File: config.mk
export PLATFORM = sky130hd
export DESIGN_NAME = psps_smooth_mem
export DESIGN_NICKNAME = d
export VERILOG_FILES = /design/src/hdl/partial_stereo_pan_smoother_defines.svh /design/src/hdl/psps_pkg.sv /design/src/hdl/psps_smooth_mem.sv
export SDC_FILE = /design/constraint.sdc
export NUM_CORES = 2
export LEC_CHECK = 0
export BUFFER_PORTS_ARGS = -buffer_cell sky130_fd_sc_hd__buf_2
export CAP_MARGIN = 20
export CORE_AREA = 2 2 354 268
export CTS_BUF_LIST = sky130_fd_sc_hd__clkbuf_8
export DETAILED_ROUTE_END_ITERATION = 10
export DIE_AREA = 0 0 356 270
export GPL_TIMING_DRIVEN = 0
export PLACE_DENSITY = 0.85
export SLEW_MARGIN = 30
export SYNTH_ARGS = -nofsm -noshare
export SYNTH_HDL_FRONTEND = slang
export SYNTH_SLANG_ARGS = --single-unit
export TNS_END_PERCENT = 5
File: constraint.sdc
create_clock -name clk -period 15.5 [get_ports clk]
set_input_delay 0.775 -clock clk [delete_from_list [all_inputs] [get_ports clk]]
set_output_delay 0.775 -clock clk [all_outputs]
set_load 0.05 [all_outputs]
File: src/hdl/partial_stereo_pan_smoother_defines.svh
// Assertion macros shared by the RTL
`ifndef PARTIAL_STEREO_PAN_SMOOTHER_DEFINES_SVH
`define PARTIAL_STEREO_PAN_SMOOTHER_DEFINES_SVH

// a implies b at the same edge
`define PSPS_ASSERT_IMP(label, c, a, b) \
  label: assert property (@(posedge c) a |-> b) else $error("%m: label");

// a implies b at the following edge
`define PSPS_ASSERT_NEXT(label, c, r, a, b) \
  label: assert property (@(posedge c) disable iff (r) a |=> b) else $error("%m: label");

`endif

File: src/hdl/psps_pkg.sv
`default_nettype none
package psps_pkg;
  localparam int AMP_W   = 16;
  localparam int LOW_W   = 15;
  localparam int RATIO_W = 17;
  localparam int ROOT_W  = 21;

  localparam logic [1:0] MODE_MONO = 2'd0;
  localparam logic [1:0] MODE_SOFT = 2'd1;
  localparam logic [1:0] MODE_HARD = 2'd2;

  localparam logic [1:0] REG_MODE  = 2'd0;
  localparam logic [1:0] REG_SWAP  = 2'd1;
  localparam logic [1:0] REG_LOW   = 2'd2;
  localparam logic [1:0] REG_RATIO = 2'd3;

  typedef struct packed {
    logic [5:0]        partial_index;
    logic signed [15:0] raw_amplitude;
    logic              goes_left;
  } in_word_t;

  typedef struct packed {
    logic signed [15:0] left_amplitude;
    logic signed [15:0] right_amplitude;
  } out_word_t;

  typedef struct packed {
    logic [1:0]        stereo_mode;
    logic              swap_sides;
    logic [LOW_W-1:0]  lowest_partial;
    logic [RATIO_W-1:0] smoothing_ratio;
  } cfg_t;

  function automatic logic signed [15:0] sat16(input logic signed [35:0] v);
    if (v > 36'sd32767) return 16'sh7fff;
    if (v < -36'sd32768) return 16'sh8000;
    return v[15:0];
  endfunction
endpackage
`default_nettype wire

File: src/hdl/psps_smooth_mem.sv
`default_nettype none
// Per-partial smoother state: one synchronous RAM, read-modify-write with
// forwarding from the write stage. Valid bits stand in for the zero reset.
module psps_smooth_mem #(
  parameter int DEPTH = 64,
  parameter int AW    = 6
) (
  input  wire logic                clk,
  input  wire logic                rst,
  input  wire logic                en,
  input  wire logic                rd_vld,
  input  wire logic [AW-1:0]       rd_addr,
  input  wire logic                upd_vld,   // aligned with read data
  input  wire logic                upd_hold,
  input  wire logic signed [15:0]  upd_target,
  input  wire logic [16:0]         ratio,
  output logic signed [15:0]       upd_value
);
  logic signed [15:0] mem [DEPTH];
  logic [DEPTH-1:0]   valid;
  logic signed [15:0] rdata;
  logic               rvalid;
  logic [AW-1:0]      addr_q;
  logic               wr_en;
  logic [AW-1:0]      wr_addr;
  logic signed [15:0] wr_data;
  logic signed [15:0] cur;
  logic signed [17:0] diff;
  logic signed [35:0] prod;

  // a write landing at the read edge is taken from the write stage
  always_ff @(posedge clk) begin
    if (en && rd_vld) begin
      if (wr_en && wr_addr == rd_addr) begin
        rdata  <= wr_data;
        rvalid <= 1'b1;
      end else begin
        rdata  <= mem[rd_addr];
        rvalid <= valid[rd_addr];
      end
      addr_q <= rd_addr;
    end
  end

  // forward the value being written this cycle to the same entry
  always_comb begin
    cur = rvalid ? rdata : 16'sd0;
    if (wr_en && wr_addr == addr_q) cur = wr_data;
    diff = 18'(upd_target) - 18'(cur);
    prod = 36'(signed'({1'b0, ratio})) * 36'(diff) + 36'sd32768;
    upd_value = psps_pkg::sat16(36'(cur) + (prod >>> 16));
  end

  // write stage holds while the pipe stalls
  always_ff @(posedge clk) begin
    if (rst) begin
      wr_en <= 1'b0;
      valid <= '0;
    end else if (en) begin
      wr_en <= upd_vld && !upd_hold;
      if (upd_vld && !upd_hold) valid[addr_q] <= 1'b1;
    end
    if (en) begin
      wr_addr <= addr_q;
      wr_data <= upd_value;
    end
    if (wr_en) mem[wr_addr] <= wr_data;
  end
endmodule
`default_nettype wire

==> metrics.csv <==
stage;metric;value;unit
synthesis;yosys warns;0;
timing;RSZ-0062 raised after global routing;yes;
worst_setup_path;CP max stage cell;fa_1;
timing;final worst slack;0.354;ns
worst_setup_path;WP data required;14.73;ns
finish;share of cells above drive strength 1;26.5;%
worst_setup_path;crit path launch type;flop;
route;number of iterations in the first detailed-routing pass;6;
die;die span in y;270;um
finish;commonest non-fill, non-tap cell in the layout;edfxtp_1;
grt;first-pass GRT wire length;215;mm
timing;Hold Vio Cnt, Final;0;
finish;Area growth syn-to-layout;12.9;%
placed_design;routability cong.;0.955;
route;drt total wl;147;mm
grt;largest net degree at the start of global routing;26;
finish;final non-filler cell total;4995;
route;vias per cell;6.54;
route;drt drc;0;
placed_design;DP Wirelength;105;mm
timing;Slew headroom;29.1;%
timing;Tmin final;15.15;ns
grt;total track usage;30.9;%
finish;most frequent cells in the layout;edfxtp_1, mux4_2, inv_1;
grt;final global-route overflow total;0;
synthesis;Post-synth top flop;edfxtp_1;
die;die area;96100;um^2
route;Avg WL per Cell;29.5;um
clock_network;worst skew pair latency;0.86;ns
clock_network;clock buffer count from CTS;162;
synthesis;register area share after synthesis;60.5;%
timing;Slew @ Worst Pin;1.06;ns
synthesis;Netlist cell types;86;
grt;number of global-route vias before repair;32960;
min_path;hold crit path type;in -> reg;
worst_setup_path;Worst Path Arrival;14.37;ns
synthesis;Async SR Flop Fraction;0;%
clock_network;# clock sinks;1134;
clock_network;Root Buffer;clkbuf_8;
die;Die Wd;356;um
die;initial core utilization;59.6;%
route;antenna-violating nets left;0;
timing;Tcrit/Tclk final;97.7;%
synthesis;synthesized flop and latch total;1134;
timing;clock skew;0.0534;ns
timing;maximum clock frequency;0.0660;GHz
placed_design;placed insts;4678;
die;# rows;97;
placed_design;Port Buffer Count;58;
clock_network;Clock transition at path regs;0.08;ns
timing;fin. max-slew vios;0;
grt;antenna violations before repair;11;
synthesis;Syn Inst Count;3292;
die;Top Ports;61;
clock_network;clk buf depth;3;
synthesis;Avg Inst Size Synth;16.8;um^2
synthesis;syn nets;3717;
finish;Final #Nets;4047;
worst_setup_path;Max Fanout on Critical Path;10;
clock_network;CTS tree;built;
clock_network;cts hold-fix bufs;0;
worst_setup_path;Crit. End Element;output pin;
worst_setup_path;critical path class;reg -> out;
die;core area;92700;um^2
route;via count;32690;
worst_setup_path;CP max stage delay;0.58;ns
route;initial drt markers;4791;
synthesis;Netlist Area Pre-Place;55200;um^2
synthesis;EDFF count, synth;1069;
clock_network;H-tree depth;4;
timing;setup violators final;0;
outcome;status;completed;
timing;total negative slack;0;ns
job;Max Cap Viol;0;
placed_design;Place WS;-0.980;ns
-- metal layers --
layer	wire [um]	GRT usage [%]	part of all wire (%)	up-vias
li1	-	-	-	13049
met1	51700	42.5	35	16452
met2	67900	47.0	46	2666
met3	21000	9.39	14	509
met4	6470	12.0	4.4	14
met5	121	0.250	0.082	-
-- synth_stat cells, drive strengths merged, types with 4 or more instances --
library cell	n	area, um^2
buf	43	210
a21boi	5	41.3
nand2	216	811
ha	154	1930
mux2	16	180
or2	11	68.8
clkbuf	108	417
nor2b	42	263
nor3b	4	30.0
o211ai	6	63.8
nand2b	20	125
o21a	17	128
nand3	22	138
and3	15	111
a31oi	13	93.8
a21oi	98	502
dfxtp	65	1300
inv	294	1100
o21ai	46	268
nor3	26	135
a211oi	8	85.1
maj3	4	43.8
fa	226	4520
a2111oi	5	50.0
edfxtp	1069	32100
nor2	181	679
nand4	5	37.5
xnor2	45	432
and2	89	559
a21o	20	163
mux4	357	8040
xor2	17	149
-- state kept, by name (all words and copies together), names as in the netlist --
signal / cells
addr_q: 6
wr_en: 1
wr_addr: 6
mem: 1024
valid: 64
wr_data: 16
rdata: 16
rvalid: 1
-- worst max-delay path, delay by kind of cell (launching register included) --
| family | cells | cell delay (ns) |
|---|---|---|
| simple gates | 16 | 2.40 |
| compound gates | 18 | 3.83 |
| buf+inv | 10 | 1.31 |
| fa+ha+maj | 12 | 4.95 |
| flops | 1 | 0.47 |
| xor+xnor | 3 | 0.55 |
-- what timing repair did --
action                                  in CTS  in global routing
gates cloned                                 0                  1
buffers inserted                             7                  8
endpoints found under the hold margin        0                  0
gates resized for setup                     90                 47
pin swaps                                    4                 18
endpoints found under the setup margin      31                 15
-- through the flow --
step                hold slack (ns)  instance area [um^2]  utilization [%]
detailed placement            0.441                 58500             63.0
global route                  0.255                 62400             67.2
global placement              0.439                 57100             61.5
floorplan                     0.421                 55200                -
finish                        0.236                 62400             67.3
CTS                           0.198                 62000             66.8
-- path summary, 6_finish.rpt --
path	from	slack, ns	cells past startpoint	end
setup reg to reg	addr_q[3]$_DFFE_PP_	1.87	58	wr_data[11]$_DFFE_PP_
hold / removal	rd_addr[0]	0.24	1	addr_q[0]$_DFFE_PP_
setup / recovery	addr_q[3]$_DFFE_PP_	0.35	59	upd_value[4]
hold reg to reg	valid[2]$_SDFFE_PP0P_	0.47	2	valid[2]$_SDFFE_PP0P_
-- cells by family after synthesis --
family	Yosys count	share of synthesized area, %
and+or+nand+nor	648	5.62
buffers and inverters	446	3.15
AOI/OAI and AO/OA	242	2.97
adders and majority gates	384	11.8
muxes	375	14.9
DFF	1134	60.5
xor gates and xnor gates	63	1.09
-- cell type report --
class	instances	area, um^2
diodes	3	7.51
plain buffers	151	736
clock buffers	166	2280
clock inverters	131	769
fillers	5689	30400
inverters	294	1100
multi-input cells	1712	20900
flip-flops and latches	1134	33400
well taps	1237	1550
repair buffers	167	1630
Power is left out: the tool's default activity adds up to more than one toggle a clock period on the data nets, which glitch-free logic cannot reach.
