**src/hdl/partial_stereo_pan_smoother_defines.svh**
```systemverilog
// Assertion macros shared by the RTL
`ifndef PARTIAL_STEREO_PAN_SMOOTHER_DEFINES_SVH
`define PARTIAL_STEREO_PAN_SMOOTHER_DEFINES_SVH

// a implies b at the same edge
`define PSPS_ASSERT_IMP(label, c, a, b) \
  label: assert property (@(posedge c) a |-> b) else $error("%m: label");

// a implies b at the following edge
`define PSPS_ASSERT_NEXT(label, c, r, a, b) \
  label: assert property (@(posedge c) disable iff (r) a |=> b) else $error("%m: label");

`endif

```
**src/hdl/psps_pkg.sv**
```systemverilog
`default_nettype none
package psps_pkg;
  localparam int AMP_W   = 16;
  localparam int LOW_W   = 15;
  localparam int RATIO_W = 17;
  localparam int ROOT_W  = 21;

  localparam logic [1:0] MODE_MONO = 2'd0;
  localparam logic [1:0] MODE_SOFT = 2'd1;
  localparam logic [1:0] MODE_HARD = 2'd2;

  localparam logic [1:0] REG_MODE  = 2'd0;
  localparam logic [1:0] REG_SWAP  = 2'd1;
  localparam logic [1:0] REG_LOW   = 2'd2;
  localparam logic [1:0] REG_RATIO = 2'd3;

  typedef struct packed {
    logic [5:0]        partial_index;
    logic signed [15:0] raw_amplitude;
    logic              goes_left;
  } in_word_t;

  typedef struct packed {
    logic signed [15:0] left_amplitude;
    logic signed [15:0] right_amplitude;
  } out_word_t;

  typedef struct packed {
    logic [1:0]        stereo_mode;
    logic              swap_sides;
    logic [LOW_W-1:0]  lowest_partial;
    logic [RATIO_W-1:0] smoothing_ratio;
  } cfg_t;

  function automatic logic signed [15:0] sat16(input logic signed [35:0] v);
    if (v > 36'sd32767) return 16'sh7fff;
    if (v < -36'sd32768) return 16'sh8000;
    return v[15:0];
  endfunction
endpackage
`default_nettype wire

```
**src/hdl/psps_root_pipe.sv**
```systemverilog
`default_nettype none
// Pipelined root search: one result bit per stage, MSB first.
// Finds largest v with v*v*d <= t. Each stage keeps rem = t - v*v*d and
// vd = v*d, so a trial bit b costs only shifts and adds:
//   (v + 2^b)^2 * d = v*v*d + (vd << (b+1)) + (d << 2b)
// Carries a tag alongside.
module psps_root_pipe #(
  parameter int TAG_W = 8
) (
  input  wire logic                 clk,
  input  wire logic                 rst,
  input  wire logic                 en,
  input  wire logic                 in_vld,
  input  wire logic [39:0]          in_t,
  input  wire logic [15:0]          in_d,
  input  wire logic [TAG_W-1:0]     in_tag,
  output logic                      out_vld,
  output logic [psps_pkg::ROOT_W-1:0] out_v,
  output logic [TAG_W-1:0]          out_tag
);
  localparam int N  = psps_pkg::ROOT_W;
  localparam int TW = 40;  // remainder
  localparam int PW = 37;  // v*d
  localparam int CW = 60;  // trial term

  logic             vld_q [N];
  logic [TW-1:0]    rem_q [N];
  logic [PW-1:0]    vd_q  [N];
  logic [15:0]      d_q   [N];
  logic [N-1:0]     v_q   [N];
  logic [TAG_W-1:0] tg_q  [N];

  logic             vld_n [N];
  logic [TW-1:0]    rem_n [N];
  logic [PW-1:0]    vd_n  [N];
  logic [15:0]      d_n   [N];
  logic [N-1:0]     v_n   [N];
  logic [TAG_W-1:0] tg_n  [N];

  logic             vld_s;
  logic [TW-1:0]    rem_s;
  logic [PW-1:0]    vd_s;
  logic [15:0]      d_s;
  logic [N-1:0]     v_s;
  logic [TAG_W-1:0] tg_s;
  logic [CW-1:0]    need;

  always_comb begin
    for (int s = 0; s < N; s++) begin
      if (s == 0) begin
        vld_s = in_vld;
        rem_s = in_t;
        vd_s  = '0;
        d_s   = in_d;
        v_s   = '0;
        tg_s  = in_tag;
      end else begin
        vld_s = vld_q[s-1];
        rem_s = rem_q[s-1];
        vd_s  = vd_q[s-1];
        d_s   = d_q[s-1];
        v_s   = v_q[s-1];
        tg_s  = tg_q[s-1];
      end
      need = (CW'(vd_s) << (N - s)) + (CW'(d_s) << (2 * (N - 1 - s)));
      vld_n[s] = vld_s;
      d_n[s]   = d_s;
      tg_n[s]  = tg_s;
      if (need <= CW'(rem_s)) begin
        rem_n[s] = rem_s - TW'(need);
        vd_n[s]  = vd_s + (PW'(d_s) << (N - 1 - s));
        v_n[s]   = v_s | (N'(1) << (N - 1 - s));
      end else begin
        rem_n[s] = rem_s;
        vd_n[s]  = vd_s;
        v_n[s]   = v_s;
      end
    end
  end

  always_ff @(posedge clk) begin
    for (int s = 0; s < N; s++) begin
      if (rst) begin
        vld_q[s] <= 1'b0;
      end else if (en) begin
        vld_q[s] <= vld_n[s];
      end
      if (en) begin
        rem_q[s] <= rem_n[s];
        vd_q[s]  <= vd_n[s];
        d_q[s]   <= d_n[s];
        v_q[s]   <= v_n[s];
        tg_q[s]  <= tg_n[s];
      end
    end
  end

  assign out_vld = vld_q[N-1];
  assign out_v   = v_q[N-1];
  assign out_tag = tg_q[N-1];
endmodule
`default_nettype wire

```
**config.mk**
```make
export PLATFORM = sky130hd
export DESIGN_NAME = psps_root_pipe
export DESIGN_NICKNAME = d
export VERILOG_FILES = /design/src/hdl/partial_stereo_pan_smoother_defines.svh /design/src/hdl/psps_pkg.sv /design/src/hdl/psps_root_pipe.sv
export SDC_FILE = /design/constraint.sdc
export NUM_CORES = 2
export LEC_CHECK = 0
export BUFFER_PORTS_ARGS = -buffer_cell sky130_fd_sc_hd__buf_2
export CORE_UTILIZATION = 50
export DETAILED_ROUTE_END_ITERATION = 6
export PLACE_DENSITY_LB_ADDON = 0.08
export SLEW_MARGIN = 20
export SYNTH_ARGS = -nofsm -noshare
export SYNTH_HDL_FRONTEND = slang
export SYNTH_SLANG_ARGS = --single-unit
```
**constraint.sdc**
```tcl
create_clock -name clk -period 9 [get_ports clk]
set_input_delay 0.45 -clock clk [delete_from_list [all_inputs] [get_ports clk]]
set_output_delay 0.45 -clock clk [all_outputs]
set_load 0.02 [all_outputs]
```
==> results.ini <==
[timing]
setup_viol = 0
skew_ns = 0.1284
rsz0062_at_grt = false
max_slew_margin_pct = 19.93
worst_pin_slew_ns = 1.199
hold_viol = 0
fin_crit_ns = 7.268
max_freq_mhz = 137.6
slew_violations = 0
tns_ns = 0
post-route-period-util_pct = 80.75

[critical_path]
cp_slowest_cell = a2111oi_0
cp.depth = 23
end_kind = register
critPathBufInv = 2
required_ns = 9.58
cp_common_cell = o21ai_0
worstRegToRegCells = 23
path_delay_family = compound AO/OA/AOI/OAI gates
critical_path_class = reg2reg
crit_fanout = 54
rr_startpoint = d_q[2][34]
crit_chain = ha_1, inv_1, fa_1, nor2b_1, o21ai_0, a21boi_1, o21ai_0, o21bai_1, a21oi_1, o21ai_0, xnor2_1, ha_1, a21o_1, a21o_1, a21oi_1, nor3_1, a2111oi_0, o21ai_0, o21ai_0, nand4_1, nor2_4, buf_4, mux2_2
worstSetupStartpoint = d_q[2][34]
crit_path_end = rem_q[2][148]
arrival_ns = 7.85
startpoint_type = register
cp_slowest_stage_delay_ns = 0.76
ff2ff_setup_slack_ns = 1.73
timing.rr.end = rem_q[2][148]

[logic_synthesis]
synth_cell_types = 97
ys.flop_type = edfxtp_1
netlist_area_um2 = 127200
synth_area_per_cell_um2 = 11.04
syn_inst = 11520
yosysSeqAreaShare_pct = 48.84
synth_edf_count = 2069
synth-seq-cells = 2069
ys_async_sr_fraction_pct = 0
yosysWarnings = 0

[clocking]
ctsHtreeMaxLevel = 4
cts.path.max_buffers = 3
clock_latency_ns = 0.95
post-cts-setup-buffers = 0
numCtsBuffers = 227
cts_tree = done
cts.clk_slew.worst_paths_ns = 0.06
cts_num_sinks = 2069
cts_root_buf = clkbuf_16

[floorplanning]
start_util_pct = 50.46
core_um2 = 252100
die_x_um = 506.4
die-area_um2 = 256400
pin_count = 98
die_h_um = 506.4
rows = 184

[final_layout]
final_common_cell = edfxtp_1
design_area_um2 = 140200
drive_gt1_share_pct = 6.405
syn2layout_area_growth_pct = 10.22
finalCoreUtilization_pct = 55.62
fin_cells = 15270
nets = 13140
most-common-layout-cells = edfxtp_1, ha_1, inv_1

[grt]
grt_pass1_vias = 89360
grt_max_degree = 189
antenna_found_initial = 11
overflow = 0
grt_pass1_wl_mm = 502.3
grt_usage_pct = 25.48

[placement]
dp_hpwl_mm = 260.5
portBuffers = 97
dp.cells = 14770
place_area_um2 = 131700
gp_congestion = 0.9767

[drt]
drt-wirelength-per-cell_um = 21.70
viasPerCell = 5.680
vias = 86740
drtAntennaViolNets = 0
drc = 0
wirelength_mm = 331.3
drt_iter0_drc = 5125
drt_pre_antenna_iters = 6

[pwr]
peakVddDrop_mv = 0.2375
p_leak_uw = 0.05772
p_switching_uw = 9603
swShare_pct = 31.78
p_comb_share_pct = 27.3
seqPwrFrac_pct = 40.5
p_int_uw = 20620
power.density_nw_per_um2 = 215.5
clock_power_share_pct = 32.1

[status]
outcome = finished, final reports clean

[flow_run]
drv_cap = 0

[worst_hold_path]
hold_class = in2reg

-- power groups by stage --
stage	combinational, uW	clock [uW]	sequential (uW)
2_1_floorplan	5930	0	12100
3_3_place_gp	8050	0	12400
3_5_place_dp	8200	0	12500
4_1_cts	8260	9940	12300
5_1_grt	9130	10300	12300
6_report	8260	9710	12200
-- metal layers --
metal	vias up	routed length [um]	global-route usage, %
met5	-	13	0
met4	2	27070	18.67
met3	886	8690	2.688
met2	1765	182700	50.75
met1	41640	112800	23.56
li1	42450	-	-
-- sequential cells by signal, indices dropped and copies added (netlist names) --
| name | flops |
|---|---|
| rem_q | 800 |
| vd_q | 529 |
| vld_q | 21 |
| v_q | 231 |
| d_q | 320 |
| tg_q | 168 |
-- area by class of cell --
class / count / area [um2]
multi-input combinational: 8198 / 60450
antenna: 10 / 25.02
fill: 21170 / 111900
timing repair buffer: 226 / 1807
sequential: 2069 / 62130
tap: 3348 / 4189
inverter: 998 / 3746
clock buffer: 261 / 5808
clock inverter: 161 / 2051
-- metrics by stage --
step	setup WS (ns)	hold slack (ns)	power (uW)
floorplan	3.687	0.4003	18070
CTS	1.649	0.09110	30460
detailed placement	1.733	0.4045	20650
global placement	1.928	0.4003	20500
finish	1.732	0.03894	30220
global route	1.314	0.09286	31750
-- how the worst min path moves through the flow --
stage,to,depth (start not counted),start
2_1_floorplan,tg_q[0][10],0,tg_q[0][2]
3_3_place_gp,tg_q[2][36],0,tg_q[2][28]
3_5_place_dp,tg_q[0][57],0,tg_q[0][49]
4_1_cts,tg_q[0][36],1,en
5_1_grt,v_q[0][41],1,en
6_report,tg_q[0][3],1,en
-- Yosys cell counts (all sizes together) (24+ instances only) --
master   number  area (um2)
edfxtp     2069       62130
ha         1291       16150
inv         998        3746
nand2       818        3073
o21ai       801        4009
a21oi       701        3508
xnor2       602        5273
nor2        546        2049
xor2        411        3600
a21o        406        3049
clkbuf      243       912.1
nand3       210        1051
nor3        201        1006
mux2        171        1959
nor2b       168        1051
nand4       155       969.7
nand2b      140       875.8
nor4        127       834.6
and3        114       713.2
o21a        113       848.3
o21bai      104       780.8
a31oi       103       644.4
mux2i       102        1021
and2        101       631.9
o31ai        67       503.0
a211oi       59       442.9
fa           58        1161
or2          51       319.1
a21boi       43       322.8
o211ai       43       322.8
or3          43       269.0
nand3b       36       270.3
a31o         33       289.0
buf          27       147.6
o31a         26       227.7
o2111ai      24       210.2
-- cell families (layout without fill, tap and decap cells) --
| kind of cell | after synthesis | after routing | share of synthesized area [%] |
|---|---|---|---|
| xor+xnor | 1013 | 1013 | 6.975 |
| other cells | 1 | 27 | 0.002948 |
| fa+ha+maj | 1349 | 1349 | 13.61 |
| compound gates | 2746 | 2746 | 13.54 |
| simple gates | 2800 | 2800 | 10.91 |
| mux | 273 | 273 | 2.343 |
| flops | 2069 | 2069 | 48.84 |
| buf+inv | 1268 | 1646 | 3.778 |
-- timing repair --
item | 4_1_cts | 5_1_grt
setup endpoints to repair | 0 | 0
hold endpoints to repair | 65 | 0
hold buffers | 65 | 0
gates resized for setup | 0 | 0
Power figures use the tool's default switching activity.
